===== src/rtl/core/present128_block_cipher_macros.svh =====
// Assertion helpers shared by the cipher RTL.
`ifndef PRESENT128_BLOCK_CIPHER_MACROS_SVH
`define PRESENT128_BLOCK_CIPHER_MACROS_SVH

// Check a property on every clock edge outside reset.
`define P128_ASSERT(name, clk, rst_n, prop) \
  name: assert property (@(posedge clk) disable iff (!(rst_n)) (prop)) \
    else $error("p128 assertion failed");

// Check a property on every clock edge, reset included.
`define P128_ASSERT_ALWAYS(name, clk, prop) \
  name: assert property (@(posedge clk) (prop)) \
    else $error("p128 assertion failed");

`endif


===== src/rtl/core/p128_pkg.sv =====
package p128_pkg;

  localparam int unsigned BLOCK_W   = 64;
  localparam int unsigned CFG_IDX_W = 8;

  localparam logic [CFG_IDX_W-1:0] KEY_HIGH_IDX = 8'd0;
  localparam logic [CFG_IDX_W-1:0] KEY_LOW_IDX  = 8'd1;

  typedef struct packed {
    logic [BLOCK_W-1:0] hi;
    logic [BLOCK_W-1:0] lo;
  } key128_t;

  function automatic logic [3:0] sbox_fwd(input logic [3:0] n);
    logic [3:0] r;
    case (n)
      4'h0: r = 4'hC;
      4'h1: r = 4'h5;
      4'h2: r = 4'h6;
      4'h3: r = 4'hB;
      4'h4: r = 4'h9;
      4'h5: r = 4'h0;
      4'h6: r = 4'hA;
      4'h7: r = 4'hD;
      4'h8: r = 4'h3;
      4'h9: r = 4'hE;
      4'hA: r = 4'hF;
      4'hB: r = 4'h8;
      4'hC: r = 4'h4;
      4'hD: r = 4'h7;
      4'hE: r = 4'h1;
      default: r = 4'h2;
    endcase
    return r;
  endfunction

  function automatic logic [3:0] sbox_inv(input logic [3:0] n);
    logic [3:0] r;
    case (n)
      4'h0: r = 4'h5;
      4'h1: r = 4'hE;
      4'h2: r = 4'hF;
      4'h3: r = 4'h8;
      4'h4: r = 4'hC;
      4'h5: r = 4'h1;
      4'h6: r = 4'h2;
      4'h7: r = 4'hD;
      4'h8: r = 4'hB;
      4'h9: r = 4'h4;
      4'hA: r = 4'h6;
      4'hB: r = 4'h3;
      4'hC: r = 4'h0;
      4'hD: r = 4'h7;
      4'hE: r = 4'h9;
      default: r = 4'hA;
    endcase
    return r;
  endfunction

  function automatic logic [BLOCK_W-1:0] sub_fwd(input logic [BLOCK_W-1:0] v);
    logic [BLOCK_W-1:0] r;
    for (int p = 0; p < BLOCK_W / 4; p++) begin
      r[4*p +: 4] = sbox_fwd(v[4*p +: 4]);
    end
    return r;
  endfunction

  function automatic logic [BLOCK_W-1:0] sub_inv(input logic [BLOCK_W-1:0] v);
    logic [BLOCK_W-1:0] r;
    for (int p = 0; p < BLOCK_W / 4; p++) begin
      r[4*p +: 4] = sbox_inv(v[4*p +: 4]);
    end
    return r;
  endfunction

  // Bit i moves to 16*(i mod 4) + i/4.
  function automatic logic [BLOCK_W-1:0] perm_fwd(input logic [BLOCK_W-1:0] v);
    logic [BLOCK_W-1:0] r;
    for (int i = 0; i < BLOCK_W; i++) begin
      r[16*(i%4) + i/4] = v[i];
    end
    return r;
  endfunction

  function automatic logic [BLOCK_W-1:0] perm_inv(input logic [BLOCK_W-1:0] v);
    logic [BLOCK_W-1:0] r;
    for (int i = 0; i < BLOCK_W; i++) begin
      r[4*(i%16) + i/16] = v[i];
    end
    return r;
  endfunction

  // One step of the 128-bit key schedule, and its exact inverse.
  function automatic key128_t key_step_fwd(input key128_t k, input logic [4:0] cnt);
    key128_t r;
    r.hi = {k.hi[2:0], k.lo[63:3]};
    r.lo = {k.lo[2:0], k.hi[63:3]};
    r.hi[63:60] = sbox_fwd(r.hi[63:60]);
    r.hi[59:56] = sbox_fwd(r.hi[59:56]);
    r.hi[2:0]   = r.hi[2:0] ^ cnt[4:2];
    r.lo[63:62] = r.lo[63:62] ^ cnt[1:0];
    return r;
  endfunction

  function automatic key128_t key_step_inv(input key128_t k, input logic [4:0] cnt);
    key128_t t;
    key128_t r;
    t = k;
    t.hi[2:0]   = t.hi[2:0] ^ cnt[4:2];
    t.lo[63:62] = t.lo[63:62] ^ cnt[1:0];
    t.hi[63:60] = sbox_inv(t.hi[63:60]);
    t.hi[59:56] = sbox_inv(t.hi[59:56]);
    r.hi = {t.lo[60:0], t.hi[63:61]};
    r.lo = {t.hi[60:0], t.lo[63:61]};
    return r;
  endfunction

endpackage


===== src/rtl/core/p128_cfg_if.sv =====
interface p128_cfg_if import p128_pkg::*; ();
  logic                 valid;
  logic                 ready;
  logic [CFG_IDX_W-1:0] index;
  logic [BLOCK_W-1:0]   data;

  modport source(output valid, index, data, input ready);
  modport sink(input valid, index, data, output ready);
endinterface


===== src/rtl/core/p128_in_if.sv =====
interface p128_in_if import p128_pkg::*; ();
  logic               valid;
  logic               ready;
  logic               mode;
  logic [BLOCK_W-1:0] block_in;

  modport source(output valid, mode, block_in, input ready);
  modport sink(input valid, mode, block_in, output ready);
endinterface


===== src/rtl/core/p128_out_if.sv =====
interface p128_out_if import p128_pkg::*; ();
  logic               valid;
  logic               ready;
  logic [BLOCK_W-1:0] block_out;

  modport source(output valid, block_out, input ready);
  modport sink(input valid, block_out, output ready);
endinterface


===== src/rtl/core/present128_block_cipher.sv =====
// PRESENT block cipher with a 128-bit key, one round per clock on a single shared
// round unit and a single key schedule unit that steps the round key alongside it.
// A block (mode 0 encrypts, mode 1 decrypts) is taken only while the core is idle
// and its result is registered once its last round is done; the last round folds
// in the final whitening and the core is idle again from the cycle the result
// appears, so blocks are taken one at a time, each once the one before is done.
// The result waits in an output register until taken; the next block runs
// meanwhile, but its last round holds until the waiting result is taken. Round
// keys are produced on the fly: encryption steps forward from the key registers,
// decryption steps backward from the last round key, which is held in a register.
// After reset and after every write to key_high (index 0) or key_low (index 1) the
// core runs a key pass that steps forward to find that last key; blocks are not
// taken during the pass, while further key writes are taken and restart it.
// Writes to other indexes are ignored.
`include "present128_block_cipher_macros.svh"

module present128_block_cipher import p128_pkg::*; #(
  parameter int unsigned ROUND_KEYS = 32
) (
  input  logic        clk_i,
  input  logic        rst_ni,
  p128_cfg_if.sink    cfg_i,
  p128_in_if.sink     in_i,
  p128_out_if.source  out_o
);

  localparam int unsigned CntW = $clog2(ROUND_KEYS);
  localparam logic [CntW-1:0] FirstCnt = CntW'(1);
  localparam logic [CntW-1:0] LastCnt  = CntW'(ROUND_KEYS - 1);

  localparam logic [1:0] ST_DERIVE = 2'd0;
  localparam logic [1:0] ST_IDLE   = 2'd1;
  localparam logic [1:0] ST_RUN    = 2'd2;

  logic [1:0]         state_q, state_d;
  logic [CntW-1:0]    cnt_q, cnt_d;
  logic [BLOCK_W-1:0] key_high_q, key_high_d;
  logic [BLOCK_W-1:0] key_low_q, key_low_d;
  key128_t            wk_q, wk_d;
  key128_t            fin_q, fin_d;
  logic [BLOCK_W-1:0] s_q, s_d;
  logic               mode_q, mode_d;
  logic [BLOCK_W-1:0] block_out_q, block_out_d;
  logic               out_valid_q, out_valid_d;

  logic               cfg_fire, cfg_hit, in_fire, out_fire, last_round;
  logic [4:0]         cnt5;
  key128_t            key_nxt;
  logic [BLOCK_W-1:0] rnd_in, rnd_out;

  assign cfg_i.ready   = (state_q == ST_DERIVE) || (state_q == ST_IDLE);
  assign in_i.ready    = (state_q == ST_IDLE) && !cfg_i.valid;
  assign out_o.valid   = out_valid_q;
  assign out_o.block_out = block_out_q;

  assign cfg_fire = cfg_i.valid && cfg_i.ready;
  assign cfg_hit  = cfg_fire &&
                    (cfg_i.index == KEY_HIGH_IDX || cfg_i.index == KEY_LOW_IDX);
  assign in_fire  = in_i.valid && in_i.ready;
  assign out_fire = out_o.valid && out_o.ready;

  // Shared key schedule unit: backward only while decrypting.
  assign cnt5    = 5'(cnt_q);
  assign key_nxt = (state_q == ST_RUN && mode_q) ? key_step_inv(wk_q, cnt5)
                                                 : key_step_fwd(wk_q, cnt5);

  // Shared round unit.
  assign rnd_in  = s_q ^ wk_q.hi;
  assign rnd_out = mode_q ? sub_inv(perm_inv(rnd_in)) : perm_fwd(sub_fwd(rnd_in));

  assign last_round = mode_q ? (cnt_q == FirstCnt) : (cnt_q == LastCnt);

  always_comb begin
    state_d     = state_q;
    cnt_d       = cnt_q;
    key_high_d  = key_high_q;
    key_low_d   = key_low_q;
    wk_d        = wk_q;
    fin_d       = fin_q;
    s_d         = s_q;
    mode_d      = mode_q;
    block_out_d = block_out_q;
    out_valid_d = out_valid_q;

    if (out_fire) begin
      out_valid_d = 1'b0;
    end

    unique case (state_q)
      ST_DERIVE: begin
        wk_d  = key_nxt;
        cnt_d = cnt_q + CntW'(1);
        if (cnt_q == LastCnt) begin
          fin_d   = key_nxt;
          state_d = ST_IDLE;
        end
      end
      ST_IDLE: begin
        if (in_fire) begin
          s_d     = in_i.block_in;
          mode_d  = in_i.mode;
          state_d = ST_RUN;
          if (in_i.mode) begin
            wk_d  = fin_q;
            cnt_d = LastCnt;
          end else begin
            wk_d.hi = key_high_q;
            wk_d.lo = key_low_q;
            cnt_d   = FirstCnt;
          end
        end
      end
      ST_RUN: begin
        // hold the last round while the previous result still waits
        if (!last_round || !out_valid_q || out_fire) begin
          s_d   = rnd_out;
          wk_d  = key_nxt;
          cnt_d = mode_q ? cnt_q - CntW'(1) : cnt_q + CntW'(1);
          if (last_round) begin
            // fold in the whitening key
            block_out_d = rnd_out ^ key_nxt.hi;
            out_valid_d = 1'b1;
            state_d     = ST_IDLE;
          end
        end
      end
      default: state_d = ST_IDLE;
    endcase

    // A key write restarts the key pass from the new key.
    if (cfg_hit) begin
      if (cfg_i.index == KEY_HIGH_IDX) begin
        key_high_d = cfg_i.data;
      end else begin
        key_low_d = cfg_i.data;
      end
      wk_d.hi = key_high_d;
      wk_d.lo = key_low_d;
      cnt_d   = FirstCnt;
      state_d = ST_DERIVE;
    end
  end

  always_ff @(posedge clk_i or negedge rst_ni) begin
    if (!rst_ni) begin
      state_q     <= ST_DERIVE;
      cnt_q       <= FirstCnt;
      key_high_q  <= '0;
      key_low_q   <= '0;
      wk_q        <= '0;
      out_valid_q <= 1'b0;
    end else begin
      state_q     <= state_d;
      cnt_q       <= cnt_d;
      key_high_q  <= key_high_d;
      key_low_q   <= key_low_d;
      wk_q        <= wk_d;
      out_valid_q <= out_valid_d;
    end
  end

  always_ff @(posedge clk_i) begin
    fin_q       <= fin_d;
    s_q         <= s_d;
    mode_q      <= mode_d;
    block_out_q <= block_out_d;
  end

  `P128_ASSERT(a_accept_starts_run, clk_i, rst_ni, in_fire |=> (state_q == ST_RUN))
  `P128_ASSERT(a_key_write_derives, clk_i, rst_ni, cfg_hit |=> (state_q == ST_DERIVE))
  `P128_ASSERT(a_cnt_nonzero, clk_i, rst_ni,
    (state_q == ST_RUN || state_q == ST_DERIVE) |-> (cnt_q != '0))
  `P128_ASSERT(a_out_held, clk_i, rst_ni,
    (out_o.valid && !out_o.ready) |=> (out_o.valid && $stable(out_o.block_out)))
  `P128_ASSERT_ALWAYS(a_ready_only_idle, clk_i, !in_i.ready || (state_q == ST_IDLE))

endmodule

===== src/flat_wrapper.sv =====
// flat-port wrapper written by rule: the top's interface ports become plain ports
module present128_block_cipher_flat import p128_pkg::*;
#(
  parameter int unsigned ROUND_KEYS = 32
)
  (clk_i, rst_ni, cfg_i_valid, cfg_i_index, cfg_i_data, cfg_i_ready, in_i_valid, in_i_mode, in_i_block_in, in_i_ready, out_o_valid, out_o_block_out, out_o_ready);
  p128_cfg_if cfg_i_i ();
  p128_in_if in_i_i ();
  p128_out_if out_o_i ();
  input  logic clk_i;
  input  logic rst_ni;
  input wire logic [$bits(cfg_i_i.valid)-1:0] cfg_i_valid;
  input wire logic [$bits(cfg_i_i.index)-1:0] cfg_i_index;
  input wire logic [$bits(cfg_i_i.data)-1:0] cfg_i_data;
  output wire logic [$bits(cfg_i_i.ready)-1:0] cfg_i_ready;
  input wire logic [$bits(in_i_i.valid)-1:0] in_i_valid;
  input wire logic [$bits(in_i_i.mode)-1:0] in_i_mode;
  input wire logic [$bits(in_i_i.block_in)-1:0] in_i_block_in;
  output wire logic [$bits(in_i_i.ready)-1:0] in_i_ready;
  output wire logic [$bits(out_o_i.valid)-1:0] out_o_valid;
  output wire logic [$bits(out_o_i.block_out)-1:0] out_o_block_out;
  input wire logic [$bits(out_o_i.ready)-1:0] out_o_ready;
  assign cfg_i_i.valid = cfg_i_valid;
  assign cfg_i_i.index = cfg_i_index;
  assign cfg_i_i.data = cfg_i_data;
  assign cfg_i_ready = cfg_i_i.ready;
  assign in_i_i.valid = in_i_valid;
  assign in_i_i.mode = in_i_mode;
  assign in_i_i.block_in = in_i_block_in;
  assign in_i_ready = in_i_i.ready;
  assign out_o_valid = out_o_i.valid;
  assign out_o_block_out = out_o_i.block_out;
  assign out_o_i.ready = out_o_ready;
  present128_block_cipher #(.ROUND_KEYS(ROUND_KEYS)) u_core (.clk_i(clk_i), .rst_ni(rst_ni), .cfg_i(cfg_i_i), .in_i(in_i_i), .out_o(out_o_i));
endmodule

===== config.mk =====
export PLATFORM = sky130hd
export DESIGN_NAME = present128_block_cipher_flat
export DESIGN_NICKNAME = d
export VERILOG_FILES = /design/src/rtl/core/p128_pkg.sv /design/src/rtl/core/p128_cfg_if.sv /design/src/rtl/core/p128_in_if.sv /design/src/rtl/core/p128_out_if.sv /design/src/rtl/core/present128_block_cipher.sv /design/src/flat_wrapper.sv
export VERILOG_INCLUDE_DIRS = /design/src /design/src/rtl/core
export SDC_FILE = /design/constraint.sdc
export NUM_CORES = 1
export LEC_CHECK = 0
export BUFFER_PORTS_ARGS = -buffer_cell sky130_fd_sc_hd__buf_4
export CAP_MARGIN = 20
export CORE_MARGIN = 2
export CORE_UTILIZATION = 55
export DETAILED_ROUTE_END_ITERATION = 6
export GPL_ROUTABILITY_DRIVEN = 0
export PLACE_DENSITY_LB_ADDON = 0.05
export SYNTH_ARGS = -nofsm -noshare
export SYNTH_HDL_FRONTEND = slang
export SYNTH_SLANG_ARGS = --single-unit

===== constraint.sdc =====
create_clock -name clk_i -period 14.3 [get_ports clk_i]
set_input_delay 2.145 -clock clk_i [delete_from_list [all_inputs] [get_ports clk_i]]
set_output_delay 2.145 -clock clk_i [all_outputs]
set_load 0.01 [all_outputs]

==> impl_results.md, run 1 <==
* Critical path fanouts, max at 85
* Tcrit/Tclk final at 0.402
* Number of flops mapped to enable cells by yosys at between 200 and 300
* Site Rows at 90
* Hold Path Class: register to register
* Post-layout util at 0.621
* Critical Path Sink Type: register
* CTS tree: done
* DRT iter0 DRCs at about 2700
* Top Ports at 209
* RSZ-0062 raised after global routing: false
* Post-DR vias/cell at 6.38
* Synthesized net count at 3337
* Die area at ~62000 sq um
* Post-CTS Setup Bufs at 0
* Fin. Hold Viols at 0
* Remaining global-route overflow at 0
* Initial core utilization at 0.552
* Area Growth Syn to Fin at 12.4%
* CTS sink cnt at 521
* CP Launch Type: input port
* CTS Root Cell: clkbuf_16
* Chip width at ~250 microns
* Largest buffer count on any clock path at 3
* First-pass GRT wire length at 161 mm
* Async set-or-reset flop fraction in the synthesized netlist at 0.507
* WL final at 108 mm
* Yosys warnings at 0
* Vias in the first global route at around 24000
* Main combinational cell family by area after synthesis: multiplexers
* Critical Path RT at 14860 ps
* DP Area at 35400 sq um
* Post-DP HPWL at approximately 75 mm
* Register area share after synthesis at 0.432
* Clk_skew at 22.6 ps
* Setup violators final at 0
* Initial antenna violation count at 7
* Cts bufs inserted at 58
* Fmax achieved at roughly 170 MHz
* Initial DRT Pass Iterations at 6
* IO buf count at 208
* Area of the multi-input gates at 17400 sq um
* Final Max Slew Viols at 0
* Vias post-DR at between 20000 and 30000
* Post-Synthesis Cell Area at 33200 sq um
* Storage element area at 14300 sq um
* Die H at 250 microns
* Core Area at 60000 sq um
* Fill cells at 4850
* Area share of fa/ha/maj cells after synthesis at 0.0725
* Final setup margin at 8550 ps
* Number of max-cap violations at 0
* Status: completed
* Finished Cell Area at 37300 sq um
* Synth cell types at approximately 70
* Slew @ Worst Pin at between 1000 and 1500 ps
* Post-Synth Simple-Gate Area at 0.0816
* Setup TNS at 0 ps
* Yosys reg bits at 521
* Largest net degree at the start of global routing at 86
* Synth Area in XOR/XNOR at 0.0491
* Setup WS pre-CTS at 7970 ps
* Syn Area/Cell at between 10 and 15 sq um
* Antenna viol nets, final at 0
* Synth Area in Compound Gates at 0.126
* Mux contribution to synthesized area at 0.191
* Hold Buf Count CTS at 0
* Clk_lat worst skew at 640 ps
* Fin crit period at 5750 ps
* Routed WL per cell at 27.3 microns
* Clock transition at path regs at 60 ps
* Critical Path AT at 6310 ps
* Share of cells above drive strength 1 at 0.228
* CTS H-Tree Depth at 2
* Relative slew slack at 0.219
* WS Path Type: input port to register
* Post-CTS resize count at 0
* Gr usage total at 0.343
* Post-synthesis cell count at around 3000
* Ys flop type: dfrtp_1
* Post-route DRC at 0
* Final Net Count at 3467
-- final timing paths --
path | startpoint | endpoint | slack [ps] | cells past startpoint
min reg2reg | u_core.key_high_q[25] | u_core.key_high_q[25] | 500 | 2
min in group asynchronous | rst_ni | u_core.key_low_q[7] | 1530 | 1
max reg2reg | u_core.state_q[0] | u_core.wk_q[33] | 9610 | 9
max in group asynchronous | rst_ni | u_core.key_high_q[48] | 11270 | 2
min | u_core.key_high_q[25] | u_core.key_high_q[25] | 500 | 2
max | cfg_i_index[5] | u_core.wk_q[39] | 8550 | 9
-- synth_stat cells (4+ instances only) --
cell,count,area share
edfxtp_1,257,0.23
o31ai_1,5,0.0011
o221a_2,117,0.040
ha_1,192,0.072
inv_1,191,0.022
mux2_4,10,0.0045
buf_2,41,0.0062
o21ai_0,110,0.017
and3_1,5,0.00094
a311oi_1,10,0.0026
buf_1,23,0.0026
dfrtp_1,263,0.20
clkinv_1,9,0.0010
mux2_2,173,0.059
buf_4,9,0.0020
a21oi_1,102,0.015
xnor2_1,125,0.033
a211oi_1,65,0.015
nor3_1,16,0.0024
a22oi_1,6,0.0014
a21o_1,5,0.0011
o211ai_1,23,0.0052
a31oi_1,13,0.0025
mux4_2,57,0.039
a211o_1,4,0.0011
nand3_1,63,0.0095
o221ai_1,5,0.0013
nor2_1,65,0.0074
a221oi_1,8,0.0021
mux2i_1,296,0.089
clkbuf_1,113,0.013
nand2_1,374,0.042
nor2b_1,57,0.011
xor2_1,59,0.016
nand2b_1,12,0.0023
o21a_1,63,0.014
o311ai_0,4,0.0011
-- layer usage --
layer / track usage / vias to the layer above / wire [microns]
met1: 0.492 / 12900 / 46100
met4: 0.110 / 6 / 3460
met5: 0 / - / 39
li1: - / 11100 / -
met2: 0.532 / 1140 / 49500
met3: 0.0567 / 181 / 9220
-- area by class of cell --
cell class                 count  area share
timing repair buffer         258      0.0524
antenna                        2    0.000134
inverter                     201      0.0203
tap                          782      0.0263
clock buffer                  84      0.0440
clock inverter                26     0.00661
sequential                   521       0.384
multi-input combinational   2093       0.466
-- logic make-up after synthesis --
group	after synthesis
and+or+nand+nor	616
AOI/OAI and AO/OA	564
muxes	536
DFF	521
buffers and inverters	389
adders and majority gates	192
xor gates and xnor gates	185
-- sequential cells by signal (all words and copies together) (netlist names) --
signal / cells
u_core.state_q: 2
u_core.cnt5: 5
u_core.s_q: 64
u_core.out_o.block_out: 64
u_core.out_o.valid: 1
u_core.wk_q: 128
u_core.key_high_q: 64
u_core.fin_q: 128
u_core.key_low_q: 64
u_core.mode_q: 1
-- layout by cell type (no fill, tap or decap), types with 13 or more instances in the layout --
cell type  netlist  routed
mux2i_1        296     296
a211oi_1        65      65
inv_1          191     190
nor2_1          65      63
o211ai_1        23      23
nor2b_1         57      57
clkbuf_16        0      60
a31oi_1         13      13
xor2_1          59      59
mux4_2          57      57
mux2_2         173     173
clkbuf_1       113      19
nor3_1          16      16
edfxtp_1       257     257
xnor2_1        125     125
o21a_1          63      63
a21oi_1        102     102
o221a_2        117     117
nand2_1        374     373
dfrtp_1        263     263
o21ai_0        110     110
ha_1           192     190
nand3_1         63      61
buf_4            9     255
-- per-stage QoR --
step           instances  hold slack (ps)
2_1_floorplan       3003              463
3_3_place_gp        3852              476
3_5_place_dp        3852              488
4_1_cts             3962              502
5_1_grt             3965              527
6_report            3967              499
-- worst max-delay path, stage by stage --
cell and delay, ps:
buf_4 110, or4_4 550, nor4_4 380, nand2_4 400, buf_4 530, a21oi_4 250
buf_4 550, buf_4 880, o221a_2 340
Power of run 1 is left out: the tool's default activity adds up to more than one toggle a clock period on the data nets, which glitch-free logic cannot reach.
==> run 2: changes to the inputs <==
Clock period 14.3 ns to 5.6 ns, I/O delays scaled along.
==> impl_results.md, run 2 (synthesis results as in run 1) <==
* Status: completed (unchanged)
* WL final at 108 mm (about the same)
* Initial core utilization at 0.552 (unchanged)
* Post-CTS resize count at 0 (unchanged)
* Reg2Reg Depth at 8 (was 9)
* CTS tree: done (unchanged)
* Critical Path AT at 2820 ps (was 6310 ps)
* Finished Cell Area at 37600 sq um (was 37300 sq um)
* IO buf count at 208 (unchanged)
* Vias in the first global route at 24600 (was 24500)
* Setup TNS at 0 ps (unchanged)
* Most frequent cells in the layout: nand2_1 (373), mux2i_1 (296), dfrtp_1 (263), buf_4 (257), edfxtp_1 (257) (was nand2_1 (373), mux2i_1 (296), dfrtp_1 (263), edfxtp_1 (257), buf_4 (255))
* Post-DP HPWL at 75.1 mm (was 74.9 mm)
* DP Cell Count at 3867 (was 3852)
* Worst r2r src: u_core.state_q[0] (unchanged)
* Clock transition at path regs at 60 ps (about the same)
* Vias post-DR at 25500 (was 25300)
* Relative slew slack at 0.200 (was 0.219)
* Core Area at 60000 sq um (unchanged)
* Die H at 250 microns (unchanged)
* DRT iter0 DRCs at 2733 (was 2656)
* Chip width at 250 microns (unchanged)
* Critical Path Sink Type: output pin (was register)
* Share of cells above drive strength 1 at 0.232 (was 0.228)
* CTS sink cnt at 521 (unchanged)
* Cts bufs inserted at 58 (unchanged)
* Post-route DRC at 0 (unchanged)
* Biggest regs: u_core.fin_q x128, u_core.wk_q x128 (unchanged)
* Remaining global-route overflow at 0 (unchanged)
* CTS Root Cell: clkbuf_16 (unchanged)
* Final Net Count at 3480 (was 3467)
* Hold Buf Count CTS at 0 (unchanged)
* Clk_skew at 23.1 ps (was 22.6 ps)
* Fin crit period at 3660 ps
* Tcrit/Tclk final at 0.654
* Most common cell after layout, fill and taps aside: nand2_1 (unchanged)
* Die area at 62300 sq um (unchanged)
* Number of max-cap violations at 0 (unchanged)
* Clk_lat worst skew at 630 ps (was 640 ps)
* Antenna viol nets, final at 0 (unchanged)
* Post-DR vias/cell at 6.41 (was 6.38)
* RSZ-0062 raised after global routing: false (unchanged)
* Final setup margin at 1940 ps (was 8550 ps)
* Final Max Slew Viols at 0 (unchanged)
* Largest buffer count on any clock path at 3 (unchanged)
* DP Area at 35600 sq um (was 35400 sq um)
* Hold Path Class: input port to asynchronous set/reset pin (was register to register)
* Routed WL per cell at 27.2 microns (was 27.3 microns)
* Cell mode on critical path: buf_4 (unchanged)
* Crit-path cells: inv_1 -> ha_4 -> buf_4 -> inv_4 -> nor2_1 -> buf_4 (was buf_4 -> or4_4 -> nor4_4 -> nand2_4 -> buf_4 -> a21oi_4 -> buf_4 -> buf_4 -> o221a_2)
* Capturing point of the worst reg2reg path: u_core.wk_q[110] (was u_core.wk_q[33])
* CP peak stage delay at 630 ps (was 880 ps)
* R2r setup slk at 2010 ps (was 9610 ps)
* CP Launch Type: register (was input port)
* Largest net degree at the start of global routing at 100 (was 86)
* Post-CTS Setup Bufs at 0 (unchanged)
* Cell Count, Final, Fillers Out at 3979 (was 3967)
* CTS H-Tree Depth at 2 (unchanged)
* Fin. Hold Viols at 0 (unchanged)
* First-pass GRT wire length at 161 mm (about the same)
* Critical Path RT at 4760 ps (was 14860 ps)
* Setup violators final at 0 (unchanged)
* Slew @ Worst Pin at 1200 ps (was 1160 ps)
* Gr usage total at 0.344 (was 0.343)
* Fmax achieved at 273 MHz
* Area Growth Syn to Fin at 13.4% (was 12.4%)
* Site Rows at 90 (unchanged)
* WS Path Type: register to output pin (was input port to register)
* Setup WS pre-CTS at 1800 ps (was 7970 ps)
* Top Ports at 209 (unchanged)
* Initial DRT Pass Iterations at 6 (unchanged)
* Initial antenna violation count at 2 (was 7)
* CP max stage cell: buf_4 (unchanged)
* Critical path fanouts, max at 67 (was 85)
==> run 2: how the worst max path moves through the flow <==
stage	slack, ps	cells past startpoint	end	from
finish	1940	6	in_i_ready	u_core.state_q[1]
floorplan	890	6	u_core.s_q[0]	u_core.cnt5[1]
global route	1800	6	in_i_ready	u_core.state_q[1]
detailed placement	1800	6	u_core.key_high_q[60]	cfg_i_index[5]
global placement	1870	7	u_core.wk_q[103]	cfg_i_index[5]
CTS	1890	6	in_i_ready	u_core.state_q[1]
==> run 2: metal layers <==
layer,share of wire,track usage
met3,0.088,0.0486
met1,0.42,0.502
met5,0.00012,0
met2,0.45,0.527
met4,0.039,0.123
==> run 2: layout make-up <==
class                      instances  area [sq um]
multi-input combinational       2093         17400
timing repair buffer             271          2190
sequential                       521         14300
fill                            4844         22400
tap                              782           978
inverter                         201           757
antenna                            1          2.50
clock buffer                      77          1630
clock inverter                    33           360
==> run 2: stage by stage <==
step | util | hold slack, ps
2_1_floorplan | - | 463
3_3_place_gp | 0.593 | 476
3_5_place_dp | 0.593 | 487
4_1_cts | 0.626 | 247
5_1_grt | 0.627 | 254
6_report | 0.627 | 201
==> run 2: critical path: cells and delay by family (launching register included) <==
kind	cells	cell delay [ps]
adder cells (fa/ha/maj)	1	140
buffers and inverters	4	1350
flip-flops	1	450
AND/OR/NAND/NOR	1	200
Power of run 2 is left out for the same reason.
